**config.mk**
```make
export PLATFORM = sky130hd
export DESIGN_NAME = haptic_pulse_alarm_controller_unit
export DESIGN_NICKNAME = d
export VERILOG_FILES = /design/src/rtl/hpac_pkg.sv /design/src/rtl/haptic_pulse_alarm_controller_unit.sv
export VERILOG_INCLUDE_DIRS = /design/src /design/src/rtl
export SDC_FILE = /design/constraint.sdc
export NUM_CORES = 1
export LEC_CHECK = 0
export BUFFER_PORTS_ARGS = -buffer_cell sky130_fd_sc_hd__buf_4
export CAP_MARGIN = 10
export CORE_UTILIZATION = 35
export CTS_BUF_LIST = sky130_fd_sc_hd__clkbuf_8
export CTS_CLUSTER_SIZE = 10
export DETAILED_ROUTE_END_ITERATION = 10
export PLACE_DENSITY = 0.65
export REMOVE_ABC_BUFFERS = 1
export SYNTH_ARGS = -nofsm -noshare
export SYNTH_HDL_FRONTEND = slang
export SYNTH_SLANG_ARGS = --single-unit
```
**constraint.sdc**
```tcl
create_clock -name i_clk -period 5.9 [get_ports i_clk]
set_input_delay 0.59 -clock i_clk [delete_from_list [all_inputs] [get_ports i_clk]]
set_output_delay 0.59 -clock i_clk [all_outputs]
set_load 0.05 [all_outputs]
```
**src/rtl/haptic_pulse_alarm_controller_unit_macros.svh**
```systemverilog
// ----------------------------------------------------------------------------
// Haptic pulse alarm controller assertion macros
// Clocked, reset-gated property checks used by the controller top level.
// ----------------------------------------------------------------------------
`ifndef HAPTIC_PULSE_ALARM_CONTROLLER_UNIT_MACROS_SVH
`define HAPTIC_PULSE_ALARM_CONTROLLER_UNIT_MACROS_SVH

// antecedent implies consequent in the same cycle
`define HPAC_ASSERT_SAME(label, ante, cons, msg) \
    label: assert property (@(posedge i_clk) disable iff (!i_rst_n) (ante) |-> (cons)) \
        else $error(msg);

// antecedent implies consequent in the next cycle
`define HPAC_ASSERT_NEXT(label, ante, cons, msg) \
    label: assert property (@(posedge i_clk) disable iff (!i_rst_n) (ante) |=> (cons)) \
        else $error(msg);

`endif

```
**src/rtl/hpac_pkg.sv**
```systemverilog
// ----------------------------------------------------------------------------
// hpac_pkg
// Types and constants of the haptic pulse alarm controller.
// ----------------------------------------------------------------------------
`default_nettype none

package hpac_pkg;

    localparam int unsigned CmdW    = 3;
    localparam int unsigned MsW     = 16;
    localparam int unsigned CodeW   = 8;
    localparam int unsigned StatusW = 2;
    localparam int unsigned PeriodW = MsW + 1;
    localparam int unsigned AddrW   = 4;
    localparam int unsigned DataW   = 32;

    localparam logic [CmdW-1:0] CMD_TICK       = 3'd0;
    localparam logic [CmdW-1:0] CMD_PULSE      = 3'd1;
    localparam logic [CmdW-1:0] CMD_CODE       = 3'd2;
    localparam logic [CmdW-1:0] CMD_DISCONNECT = 3'd3;
    localparam logic [CmdW-1:0] CMD_BUTTON     = 3'd4;

    localparam logic [StatusW-1:0] STATUS_OK      = 2'd0;
    localparam logic [StatusW-1:0] STATUS_INVALID = 2'd1;
    localparam logic [StatusW-1:0] STATUS_CAPPED  = 2'd2;

    localparam logic [1:0] REG_MAX_PULSE   = 2'd0;
    localparam logic [1:0] REG_ALARM_PULSE = 2'd1;
    localparam logic [1:0] REG_ALARM_GAP   = 2'd2;

    localparam logic [MsW-1:0] MAX_PULSE_RESET   = 16'd5000;
    localparam logic [MsW-1:0] ALARM_PULSE_RESET = 16'd200;
    localparam logic [MsW-1:0] ALARM_GAP_RESET   = 16'd800;

    localparam logic [CodeW-1:0] CODE_SHORT  = 8'd1;
    localparam logic [CodeW-1:0] CODE_MEDIUM = 8'd2;
    localparam logic [CodeW-1:0] CODE_LONG   = 8'd3;

    localparam logic [MsW-1:0] PULSE_SHORT_MS  = 16'd100;
    localparam logic [MsW-1:0] PULSE_MEDIUM_MS = 16'd300;
    localparam logic [MsW-1:0] PULSE_LONG_MS   = 16'd500;

    typedef struct packed {
        logic [CmdW-1:0]  cmd;
        logic [MsW-1:0]   duration_ms;
        logic [CodeW-1:0] code_byte;
        logic             flag;
    } t_in_item;

    typedef struct packed {
        logic               motor_drive;
        logic               alarm_active;
        logic               press_owned;
        logic [StatusW-1:0] status;
    } t_out_item;

endpackage

`default_nettype wire

```
**src/rtl/haptic_pulse_alarm_controller_unit.sv**
```systemverilog
// ----------------------------------------------------------------------------
// haptic_pulse_alarm_controller_unit
// Event-driven vibration motor pulse timer with disconnect alarm.
// ----------------------------------------------------------------------------
// Takes one event per clock (tick, pulse request, wireless code, disconnect,
// button) while the result side takes them, and returns exactly one result per
// event. An accepted event lands in an input register; when the result side is
// not stalled, it is applied to the motor, pulse and alarm state and the result
// register is written. The result register decouples the two sides: a stalled
// result holds, and the input stage keeps one event waiting behind it. The user
// must write registers through the APB port only while no event is in flight;
// the block itself does not enforce it.
`default_nettype none

`include "haptic_pulse_alarm_controller_unit_macros.svh"

module haptic_pulse_alarm_controller_unit (
    input  wire                          i_clk,
    input  wire                          i_rst_n,
    input  wire                          i_in_valid,
    output logic                         o_in_stall,
    input  wire hpac_pkg::t_in_item      i_in_item,
    output logic                         o_out_valid,
    input  wire                          i_out_stall,
    output hpac_pkg::t_out_item          o_out_item,
    input  wire                          psel,
    input  wire                          penable,
    input  wire                          pwrite,
    input  wire  [hpac_pkg::AddrW-1:0]   paddr,
    input  wire  [hpac_pkg::DataW-1:0]   pwdata,
    output logic [hpac_pkg::DataW-1:0]   prdata,
    output logic                         pready
);
    import hpac_pkg::*;

    logic [MsW-1:0]     r_max_pulse;
    logic [MsW-1:0]     r_alarm_pulse;
    logic [MsW-1:0]     r_alarm_gap;

    logic               r_in_valid;
    t_in_item           r_in_item;
    logic               r_out_valid;
    t_out_item          r_out_item;

    logic               r_motor_on;
    logic [MsW-1:0]     r_pulse_remaining;
    logic               r_alarm_raised;
    logic               r_press_claimed;
    logic [PeriodW-1:0] r_alarm_countdown;

    logic               n_motor_on;
    logic [MsW-1:0]     n_pulse_remaining;
    logic               n_alarm_raised;
    logic               n_press_claimed;
    logic [PeriodW-1:0] n_alarm_countdown;
    t_out_item          n_out_item;

    logic               advance;
    logic               in_accept;
    logic               cfg_write;
    logic [1:0]         reg_index;

    logic [MsW-1:0]     limit;
    logic [PeriodW-1:0] period;
    logic [PeriodW-1:0] period_load;
    logic [MsW-1:0]     remaining_dec;
    logic [PeriodW-1:0] countdown_dec;
    logic               start;
    logic               fire;
    logic [MsW-1:0]     start_ms;
    logic               capped;

    assign advance    = !r_out_valid || !i_out_stall;
    assign o_in_stall = r_in_valid && !advance;
    assign in_accept  = i_in_valid && !o_in_stall;

    assign pready    = 1'b1;
    assign reg_index = paddr[3:2];
    assign cfg_write = psel && penable && pwrite && pready;

    always_comb begin
        unique case (reg_index)
            REG_MAX_PULSE:   prdata = {{(DataW-MsW){1'b0}}, r_max_pulse};
            REG_ALARM_PULSE: prdata = {{(DataW-MsW){1'b0}}, r_alarm_pulse};
            REG_ALARM_GAP:   prdata = {{(DataW-MsW){1'b0}}, r_alarm_gap};
            default:         prdata = '0;
        endcase
    end

    assign limit         = (r_max_pulse == '0) ? MsW'(1) : r_max_pulse;
    assign period        = {1'b0, r_alarm_pulse} + {1'b0, r_alarm_gap};
    assign period_load   = (period == '0) ? PeriodW'(1) : period;
    assign remaining_dec = (r_pulse_remaining != '0) ? r_pulse_remaining - MsW'(1) : '0;
    assign countdown_dec = (r_alarm_countdown != '0) ? r_alarm_countdown - PeriodW'(1) : '0;

    always_comb begin
        n_motor_on        = r_motor_on;
        n_pulse_remaining = r_pulse_remaining;
        n_alarm_raised    = r_alarm_raised;
        n_press_claimed   = r_press_claimed;
        n_alarm_countdown = r_alarm_countdown;
        n_out_item        = '0;
        start             = 1'b0;
        fire              = 1'b0;
        start_ms          = r_in_item.duration_ms;
        capped            = 1'b0;

        unique case (r_in_item.cmd)
            CMD_TICK: begin
                if (r_motor_on) begin
                    n_pulse_remaining = remaining_dec;
                    if (remaining_dec == '0) begin
                        n_motor_on = 1'b0;
                    end
                end
                if (r_alarm_raised) begin
                    n_alarm_countdown = countdown_dec;
                    if (countdown_dec == '0) begin
                        fire = 1'b1;
                    end
                end
            end
            CMD_PULSE: begin
                start = 1'b1;
            end
            CMD_CODE: begin
                case (r_in_item.code_byte)
                    CODE_SHORT: begin
                        start    = 1'b1;
                        start_ms = PULSE_SHORT_MS;
                    end
                    CODE_MEDIUM: begin
                        start    = 1'b1;
                        start_ms = PULSE_MEDIUM_MS;
                    end
                    CODE_LONG: begin
                        start    = 1'b1;
                        start_ms = PULSE_LONG_MS;
                    end
                    default: begin
                        n_out_item.status = STATUS_INVALID;
                    end
                endcase
            end
            CMD_DISCONNECT: begin
                if (r_in_item.flag && !r_alarm_raised) begin
                    n_alarm_raised = 1'b1;
                    fire           = 1'b1;
                end
            end
            CMD_BUTTON: begin
                if (!r_in_item.flag) begin
                    n_out_item.press_owned = r_press_claimed;
                    n_press_claimed        = 1'b0;
                end else if (r_alarm_raised) begin
                    n_alarm_raised         = 1'b0;
                    n_alarm_countdown      = '0;
                    n_motor_on             = 1'b0;
                    n_pulse_remaining      = '0;
                    n_press_claimed        = 1'b1;
                    n_out_item.press_owned = 1'b1;
                end else begin
                    n_out_item.press_owned = r_press_claimed;
                end
            end
            default: begin
            end
        endcase

        if (fire) begin
            start             = 1'b1;
            start_ms          = r_alarm_pulse;
            n_alarm_countdown = period_load;
        end

        if (start) begin
            if (start_ms == '0) begin
                n_motor_on        = 1'b0;
                n_pulse_remaining = '0;
            end else begin
                capped            = start_ms > limit;
                n_motor_on        = 1'b1;
                n_pulse_remaining = capped ? limit : start_ms;
            end
        end
        if (capped) begin
            n_out_item.status = STATUS_CAPPED;
        end

        n_out_item.motor_drive  = n_motor_on;
        n_out_item.alarm_active = n_alarm_raised;
    end

    always_ff @(posedge i_clk) begin
        if (!i_rst_n) begin
            r_max_pulse       <= MAX_PULSE_RESET;
            r_alarm_pulse     <= ALARM_PULSE_RESET;
            r_alarm_gap       <= ALARM_GAP_RESET;
            r_in_valid        <= 1'b0;
            r_out_valid       <= 1'b0;
            r_motor_on        <= 1'b0;
            r_pulse_remaining <= '0;
            r_alarm_raised    <= 1'b0;
            r_press_claimed   <= 1'b0;
            r_alarm_countdown <= '0;
        end else begin
            if (cfg_write) begin
                unique case (reg_index)
                    REG_MAX_PULSE:   r_max_pulse   <= pwdata[MsW-1:0];
                    REG_ALARM_PULSE: r_alarm_pulse <= pwdata[MsW-1:0];
                    REG_ALARM_GAP:   r_alarm_gap   <= pwdata[MsW-1:0];
                    default: begin
                    end
                endcase
            end
            if (in_accept) begin
                r_in_valid <= 1'b1;
            end else if (advance) begin
                r_in_valid <= 1'b0;
            end
            if (advance) begin
                r_out_valid <= r_in_valid;
            end
            if (r_in_valid && advance) begin
                r_motor_on        <= n_motor_on;
                r_pulse_remaining <= n_pulse_remaining;
                r_alarm_raised    <= n_alarm_raised;
                r_press_claimed   <= n_press_claimed;
                r_alarm_countdown <= n_alarm_countdown;
            end
        end
    end

    always_ff @(posedge i_clk) begin
        if (in_accept) begin
            r_in_item <= i_in_item;
        end
        if (r_in_valid && advance) begin
            r_out_item <= n_out_item;
        end
    end

    assign o_out_valid = r_out_valid;
    assign o_out_item  = r_out_item;

    `HPAC_ASSERT_SAME(a_motor_time, r_motor_on, r_pulse_remaining != '0, "motor on with no time")
    `HPAC_ASSERT_SAME(a_alarm_clear, !r_alarm_raised, r_alarm_countdown == '0, "stray countdown")
    `HPAC_ASSERT_NEXT(a_item_out, r_in_valid && !r_out_valid, r_out_valid, "event lost")

endmodule

`default_nettype wire
```
==> metrics list, run 1 <==
- Result of the run: finished clean
- Core region area: around 0.023 mm²
* Number of routed nets with antenna violations: 0
- Detailed placer's ending HPWL: 18230 µm
- Final wirelength: about 25000 µm
* Class of the tightest hold or removal check: primary input to flop
- Using the TritonRoute via totals, the vias-per-cell ratio works out to roughly 5.7.
- In the finished design, the share of the clock period the worst path needs comes to 95.40%.
- Critical path launch point type: flop
- The congestion estimate from routability-driven global placement came to about 0.9.
* Clock transition at the registers of the reported paths: approximately 0.080 ns
* Ys Warns: 0
- At the worst endpoint, the required time is about 6.2 ns.
- Power Density: around 220 mW/mm²
- Die outline width: between 150 and 200 µm
- Die footprint: ~0.024 mm²
- The final number of max-transition violations came to 0.
- PnR worst setup slack: approximately 0.27 ns
* Total count of hold-check failures in the final report: 0
- Largest fanout of any net on the critical path: 16
* Worst slew pin tran: roughly 1 ns
- The clock passes through at most 2 buffers.
* Worst voltage drop across the vdd grid: about 0.14 mV
- Synthesis instantiated between 70 and 80 different standard cells from the library.
* Instance count after placement with tap cells included: between 1k and 1.5k
- For this design the static power due to leakage is 3.595 nW.
- TritonCTS built the clock tree.
- Counting the buffers created by CTS gives 17.
- CTS sink cnt: ~120
* Gate Count Post-Synth: between 1k and 1.5k
- Relative slew slack: between 30% and 40%
- The initial antenna violation count is 0.
* Highest achievable clock rate: 177.7 MHz
- After filler insertion, the fill cell instance count of the layout stands at approximately 2.3k.
- Worst min-delay path startpoint: i_in_item[13]
* Maximum number of pins on one net before global-route repair: between 50 and 60
- Global-route wire length before repair: between 30000 and 40000 µm
* Overflow after GRT: 0
- In this run the core area contains between 50 and 60 standard-cell rows.
* Summed instance area of the synthesized netlist: 0.008064 mm²
- After detailed routing, the met2 layer carries 11160 µm of wire.
- Worst Skew: roughly 0.015 ns
- Number of endpoints failing setup at the final stage: 0
* Number of H-tree levels: 4
- The worst path in the final design needs a cycle of approximately 5.6 ns, including I/O delays and setup.
- Count of non-filler cells in the finished layout: around 1.4k
- For this configuration, the core starts out at a cell density of a little over a third.
- Number of nets in the final layout: 1186
- Max-cap violation count: 0
* Start of the worst register-to-register path: r_alarm_countdown[0]
- Total global-route track usage: 21.41%
- Utilization after layout: approximately two fifths
- Depth of the worst hold-timing path: 1
- R2R setup slack: approximately 0.27 ns
* Layout overhead on the synthesized area: 15.45%
- Syn_area_per_cell: slightly below 8 µm²
* Share of layout cells above drive strength 1: 14.44%
- Before antenna repair, the detailed router went through 8 iterations.
- After synthesis, the share of flip-flops with an asynchronous set or reset is 0%.
* Register bit count reported by yosys: between 100 and 150
- Routed wl met3: roughly 1600 µm
- Final-layout worst hold slack: 0.2998 ns
* Number of DRC markers in iteration 0: 788
* Endpoint arrival time on the critical path: around 6.0 ns
- The highest layer touched by signal routing is met4.
- Number of cells on the worst reg-to-reg path: 20
- Worst hold endpoint: r_in_item[13]
- After detailed routing, the average wire length per cell comes to ~18 µm.
* Pre-CTS setup slack: roughly 0.24 ns
- Measured along the y axis, the die boundary spans ~150 µm.
- The number of hold buffers added after CTS was 0.
* I/O pin count: 111
* Number of global-route vias before repair: about 7.2k
* Clk Tree Root Cell: clkbuf_8
- The worst register-to-register path ends at r_pulse_remaining[7].
- Fraction of the yosys area taken by sequential cells: between 30% and 40%
- Crit. End Element: flop
- Detailed-route DRC error count: 0
* Number of buffers inserted by port buffering: 75
* Class of the most critical setup path: flop to flop
- In this run, synthesis inferred 33 flip-flops with an integrated enable.
- Source-to-sink clock delay at the later pin of the worst-skew pair: approximately 0.46 ns
- The final route contains ~7.9k vias.
- For this block, wires on met1 add up to 11570 µm.
- For this run, the leading register cell type out of synthesis is dfxtp_1.
- Count of antenna diodes in the layout: 0
-- layer usage --
layer / vias up / global-route usage [%]
met4: 0 / 7.095
met3: 39 / 4.256
met1: 3731 / 29.77
li1: 3839 / -
met2: 294 / 33.01
met5: - / 0
-- metrics by stage --
stage | area [µm²] | total power, mW | setup TNS [ns]
floorplan | 7719 | 1.143 | -9.328
global placement | 8860 | 1.269 | 0
detailed placement | 8860 | 1.272 | 0
CTS | 9278 | 2.062 | 0
global route | 9310 | 2.147 | -0.02076
finish | 9310 | 2.056 | 0
-- cells in the mapped netlist, types with 7 or more instances --
library cell	instances	area share (%)
a211oi_1	7	0.65
a21o_1	15	1.4
a21oi_1	67	4.2
a22oi_1	8	0.74
and2_1	7	0.54
buf_2	9	0.56
buf_4	19	1.8
clkbuf_1	45	2.1
dfxtp_1	86	21
edfxtp_1	33	12
ha_1	33	5.1
inv_1	38	1.8
mux2i_1	18	2.2
nand2_1	176	8.2
nand3_1	34	2.1
nand4_1	16	1.2
nor2_1	69	3.2
nor2b_1	7	0.54
nor3_1	37	2.3
nor4_1	24	1.9
o211ai_1	23	2.1
o21a_1	15	1.4
o21ai_0	65	4.0
or3_1	17	1.3
or4_1	8	0.74
xnor2_1	14	1.5
-- timing repair --
item                       in CTS  in global routing
resized for setup               0                  5
buffers inserted                0                  0
setup endpoints to repair       0                 16
-- state kept, by name, summed over array words and instances (netlist names) --
name	count
o_out_item	5
o_out_valid	1
r_alarm_countdown	17
r_alarm_gap	16
r_alarm_pulse	16
r_alarm_raised	1
r_in_item	28
r_in_valid	1
r_max_pulse	16
r_motor_on	1
r_press_claimed	1
r_pulse_remaining	16
-- power by group --
group,switching (mW),internal (mW),leakage [nW]
sequential,0.0254,0.864,1.02
clock,0.382,0.411,0.215
combinational,0.242,0.131,2.36
total,0.650,1.41,3.59
-- worst max-delay path by stage --
| stage | cells after the start | slack (ns) | from | end |
|---|---|---|---|---|
| finish | 20 | 0.27 | r_alarm_countdown[0] | r_pulse_remaining[7] |
| detailed placement | 15 | 0.24 | r_in_item[26] | r_pulse_remaining[1] |
| floorplan | 17 | -0.74 | r_alarm_countdown[0] | o_out_item[1] |
| CTS | 18 | 0.15 | r_in_item[26] | r_pulse_remaining[7] |
| global placement | 19 | 0.30 | r_alarm_countdown[0] | r_pulse_remaining[4] |
| global route | 20 | -0.01 | r_alarm_countdown[0] | r_pulse_remaining[7] |
-- critical path, cell delays in order (launching register included) --
cell	delay (ns)
dfxtp_1	0.38
inv_1	0.09
ha_1	0.23
or4b_1	0.54
or4_4	0.61
a21oi_1	0.20
nand4_1	0.24
o21ai_4	0.28
buf_4	0.25
nand2_1	0.07
nand2_1	0.15
ha_1	0.27
a21o_1	0.16
a21o_1	0.17
a221oi_1	0.31
o21ai_1	0.21
or3_1	0.44
o32ai_4	0.39
buf_4	0.28
or4b_1	0.14
nand3_1	0.08
-- area by class of cell --
cell class / instances / area (µm²) / share of cell area (%)
repair buffers: 102 / 765.7 / 8.225
multi-input cells: 803 / 4915 / 52.79
clock buffers: 19 / 261.5 / 2.809
inverters: 38 / 142.6 / 1.532
well taps: 285 / 356.6 / 3.830
clock inverters: 13 / 156.4 / 1.680
flip-flops and latches: 119 / 2713 / 29.14
-- placed cells by master, fill, tap and decap left out, types with 7 or more instances in the layout --
cell type and instances:
a211oi_1 7, a21o_1 15, a21oi_1 66, a22oi_1 8, and2_1 7, buf_4 102
clkbuf_8 19, conb_1 17, dfxtp_1 86, edfxtp_1 33, ha_1 33, inv_1 37
inv_6 7, mux2i_1 18, nand2_1 176, nand3_1 34, nand4_1 16, nor2_1 69
nor3_1 36, nor4_1 23, o211ai_1 23, o21a_1 15, o21ai_0 64, or3_1 17
or4_1 8, xnor2_1 14
-- kinds of logic (layout without fill, tap and decap cells) --
family                     after synthesis  in the layout  share of synthesized area (%)
muxes                                   19             19                          2.374
xor gates and xnor gates                19             19                          2.064
buffers and inverters                  119            172                          6.749
and+or+nand+nor                        438            438                          26.32
adders and majority gates               34             34                          5.369
DFF                                    119            119                          33.64
AOI/OAI and AO/OA                      276            276                          23.40
other                                    2             17                        0.09313
(Power assumes the default switching activity.)
==> run 2: changes to the inputs <==
CORE_UTILIZATION = 54   (was 35)
PLACE_DENSITY = 0.89   (was 0.65)
==> run 2 against run 1 <==
  * Sequential power hardly changed
  * Power is 4.0% lower
  * Cell count fell by 7.5%
  * Utilization rose by 22 points
  * Die area shrank 35%
  * Via count is 1.7% higher
  * Hold slack worse by 0.029 ns
  * Combinational power down 2%
  * Clock power is 9.8% lower
  * Critical path type unchanged
==> metrics list, run 2 (synthesis results as in run 1) <==
- Share of power burned in the clock network: 36.3% (-2.3 points)
- Number of endpoints failing setup at the final stage: 0 (unchanged)
- Buffer and inverter count on the worst path: 1 (-2)
- Fraction of power spent switching nets: 32.12% (+0.54 points)
- The part of the cycle the worst path needs came to 93.83% (-1.6 points).
- Following the worst setup path forward leads to its endpoint at r_pulse_remaining[5].
* Via Count: 8037 (+1.7%)
- Cts bufs inserted: 17 (unchanged)
- The initial standard-cell utilization of the core was 55.48% (+20 points).
* Count of pins over their slew limit: 0 (unchanged)
* Internal power component: 1.340 mW (-4.7%)
- The worst setup path is captured at a flop.
- Max-cap violation count: 0 (unchanged)
* Most frequent cells in the layout: 176 x nand2_1, 99 x buf_4, 86 x dfxtp_1
* Post-CTS Setup Inserts: 0 (unchanged)
* Total count of hold-check failures in the final report: 0 (unchanged)
- The number of gates given a new drive strength after cts came to 0 (unchanged).
- Beginning of the critical path: r_in_item[25]
- The fraction of final layout cells sized beyond drive strength 1 is 14.12% (-0.33 points).
- The via-per-instance ratio came to 6.304 (+10%).
- Crit-path most repeated cell: a21o_1
* Die footprint: 0.01543 mm² (-35%)
* Max reg flops: 28 (unchanged)
* CTS sink cnt: 119 (unchanged)
* Pre-CTS setup slack: 0.4046 ns (+0.1639 ns)
* Final-layout worst hold slack: 0.2705 ns (-0.02933 ns)
* Design Power: 1.974 mW (-4.0%)
- Number of routed nets with antenna violations: 0 (unchanged)
* Worst slew pin tran: 1.210 ns (+0.2099 ns)
- The run finished with clean final reports.
- In this run the critical register-to-register path is captured at r_pulse_remaining[5].
- In this run the clock root is driven by a clkbuf_8.
- Final weighted congestion in routability-driven placement: 1.001 (+9.4%)
* Utilization after layout: 62.64% (+22 points)
- Count of antenna diodes in the layout: 0 (unchanged)
- Overflow after GRT: 0 (unchanged)
- Register containing the most flip-flops in the final layout: r_in_item
- The number of top-level design ports was 111 (unchanged).
- The placeable core area came to 0.01453 mm² (-36%).
* Detailed-route DRC error count: 0 (unchanged)
- The number of buffers on the longest clock path was 2 (unchanged).
* Number of H-tree levels: 4 (unchanged)
* Highest achievable clock rate: 180.6 MHz (+1.7%)
- The final setup skew was 0.01238 ns (-0.003115 ns).
- Largest fanout of any net on the critical path: 10 (-6)
- The clock-pin transition on the worst setup and hold timing paths came to 0.08 ns (about the same).
- Critical path launch point type: flop
- Largest registers ranked by flip-flop count: r_in_item x28, r_alarm_countdown x17
* Slowest library cell on the worst path: or4b_1
- Final wirelength: 23660 µm (-5.1%)
* Cell leakage power: 3.558 nW (-1.0%)
- The min-delay analysis places its worst path in the category primary input to flop.
* R2R setup slack: 0.36 ns (+0.09 ns)
- Sequential fraction of design power: 45.1% (+1.8 points)
- Portion of total power attributed to combinational logic: 18.6% (+0.5 points)
* Antenna violations before repair: 0 (unchanged)
* Detailed placer's ending HPWL: 16850 µm (-7.6%)
- The die extent in x came to 124.2 µm (-19%).
- The number of port buffers was 75 (unchanged).
- Cells traversed along the worst timing path: or4b_1 -> or4_1 -> nor4_1 -> nand4_1 -> o21ai_4 -> o21ai_0 -> ha_1 -> a21o_1 -> a21o_1 -> a2111oi_1 -> o21ai_1 -> or3_1 -> nand3b_1 -> a21boi_0 -> o21ai_2 -> buf_4 -> o221ai_1
- Global-route wire length before repair: 37540 µm (-5.8%)
- Endpoint arrival time on the critical path: 5.86 ns (-0.10 ns)
- The iteration-0 DRC count of the detailed router is 989 (+26%).
- The worst setup slack after layout was 0.3639 ns (+0.09233 ns).
* 1st-pass router iterations: 5 (-3)
- Minimum period implied by the final worst setup slack: 5.536 ns (-0.09233 ns)
- Count of non-filler cells in the finished layout: 1275 (-7.5%)
* Routed length per instance: 18.56 µm (+2.7%)
* Category of cells accounting for the largest share of critical-path delay: simple AND/OR/NAND/NOR gates
- Source-to-sink clock delay at the later pin of the worst-skew pair: 0.49 ns (+0.03 ns)
- The critical path is of the flop to flop type.
- The number of nets in the layout came to 1183 (-0.25%).
* Power Density: 216.9 mW/mm² (-1.8%)
* Instance count after placement with tap cells included: 1243 (-7.7%)
- Setup repair after global routing missed its margin: false
* Number of global-route vias before repair: 7280 (+0.44%)
- Number of cells on the worst reg-to-reg path: 17 (-15%)
- Maximum number of pins on one net before global-route repair: 67 (+18%)
* Leading cell type in the layout, fill and taps excluded: nand2_1
- The area growth from synthesis to layout is 12.89%.
* Total global-route track usage: 30.62% (+9.2 points)
* Critical path depth in cells: 17 (-15%)
* Chip height: 124.2 µm (-19%)
- The worst path required time came to 6.22 ns (-0.02 ns).
- TritonCTS clock tree: yes
* Number of rows created at floorplan: 44 (-20%)
- Net switching power figure: 0.6343 mW (-2.4%)
* Worst voltage drop across the vdd grid: 0.1764 mV (+25%)
* CTS Hold Buffers Added: 0 (unchanged)
* Start of the worst register-to-register path: r_in_item[25]
- The headroom to the max-slew limit came to 19.20% (-14 points).
* Maximum cell stage delay along the critical path: 0.65 ns (+0.04 ns)
[run 2: per-stage QoR]
stage,instance area [µm²],setup TNS [ns]
6_report,9104,0
5_1_grt,9104,0
4_1_cts,9080,0
3_5_place_dp,8711,0
3_3_place_gp,8711,0
2_1_floorplan,7719,-9.328
[run 2: worst min-delay path by stage]
stage | to | from | cells after the start
floorplan | r_alarm_countdown[8] | r_alarm_countdown[8] | 2
CTS | r_in_item[0] | i_in_item[0] | 1
global route | r_in_item[0] | i_in_item[0] | 1
finish | r_in_item[0] | i_in_item[0] | 1
detailed placement | r_alarm_countdown[8] | r_alarm_countdown[8] | 2
global placement | r_alarm_countdown[8] | r_alarm_countdown[8] | 2
[run 2: power by group through the flow]
stage	clock, mW	sequential (mW)	combinational (mW)
after global placement	0	0.907	0.352
after floorplan	0	0.907	0.236
final	0.716	0.891	0.367
after CTS	0.718	0.890	0.358
after global routing	0.750	0.893	0.400
after detailed placement	0	0.908	0.356
[run 2: layer usage]
layer | global-route usage [%] | vias to the layer above | routed length (µm)
met5 | 0 | - | 0
met4 | 13.04 | 0 | 797
met3 | 6.121 | 68 | 2146
met2 | 47.61 | 379 | 10740
met1 | 41.20 | 3753 | 9973
li1 | - | 3837 | -
[run 2: area by class of cell]
cell class	count	area [µm²]
timing repair buffer	99	743.2
sequential	119	2713
multi-input combinational	803	4906
fill	1278	5430
clock inverter	14	121.4
clock buffer	18	247.7
tap	184	230.2
inverter	38	142.6
[run 2: worst register-to-register path, stage by stage, from the launching register on]
cell	delay [ns]
edfxtp_1	0.53
or4b_1	0.65
or4_1	0.43
nor4_1	0.37
nand4_1	0.31
o21ai_4	0.29
o21ai_0	0.22
ha_1	0.37
a21o_1	0.16
a21o_1	0.17
a2111oi_1	0.37
o21ai_1	0.20
or3_1	0.45
nand3b_1	0.21
a21boi_0	0.18
o21ai_2	0.16
buf_4	0.19
o221ai_1	0.14
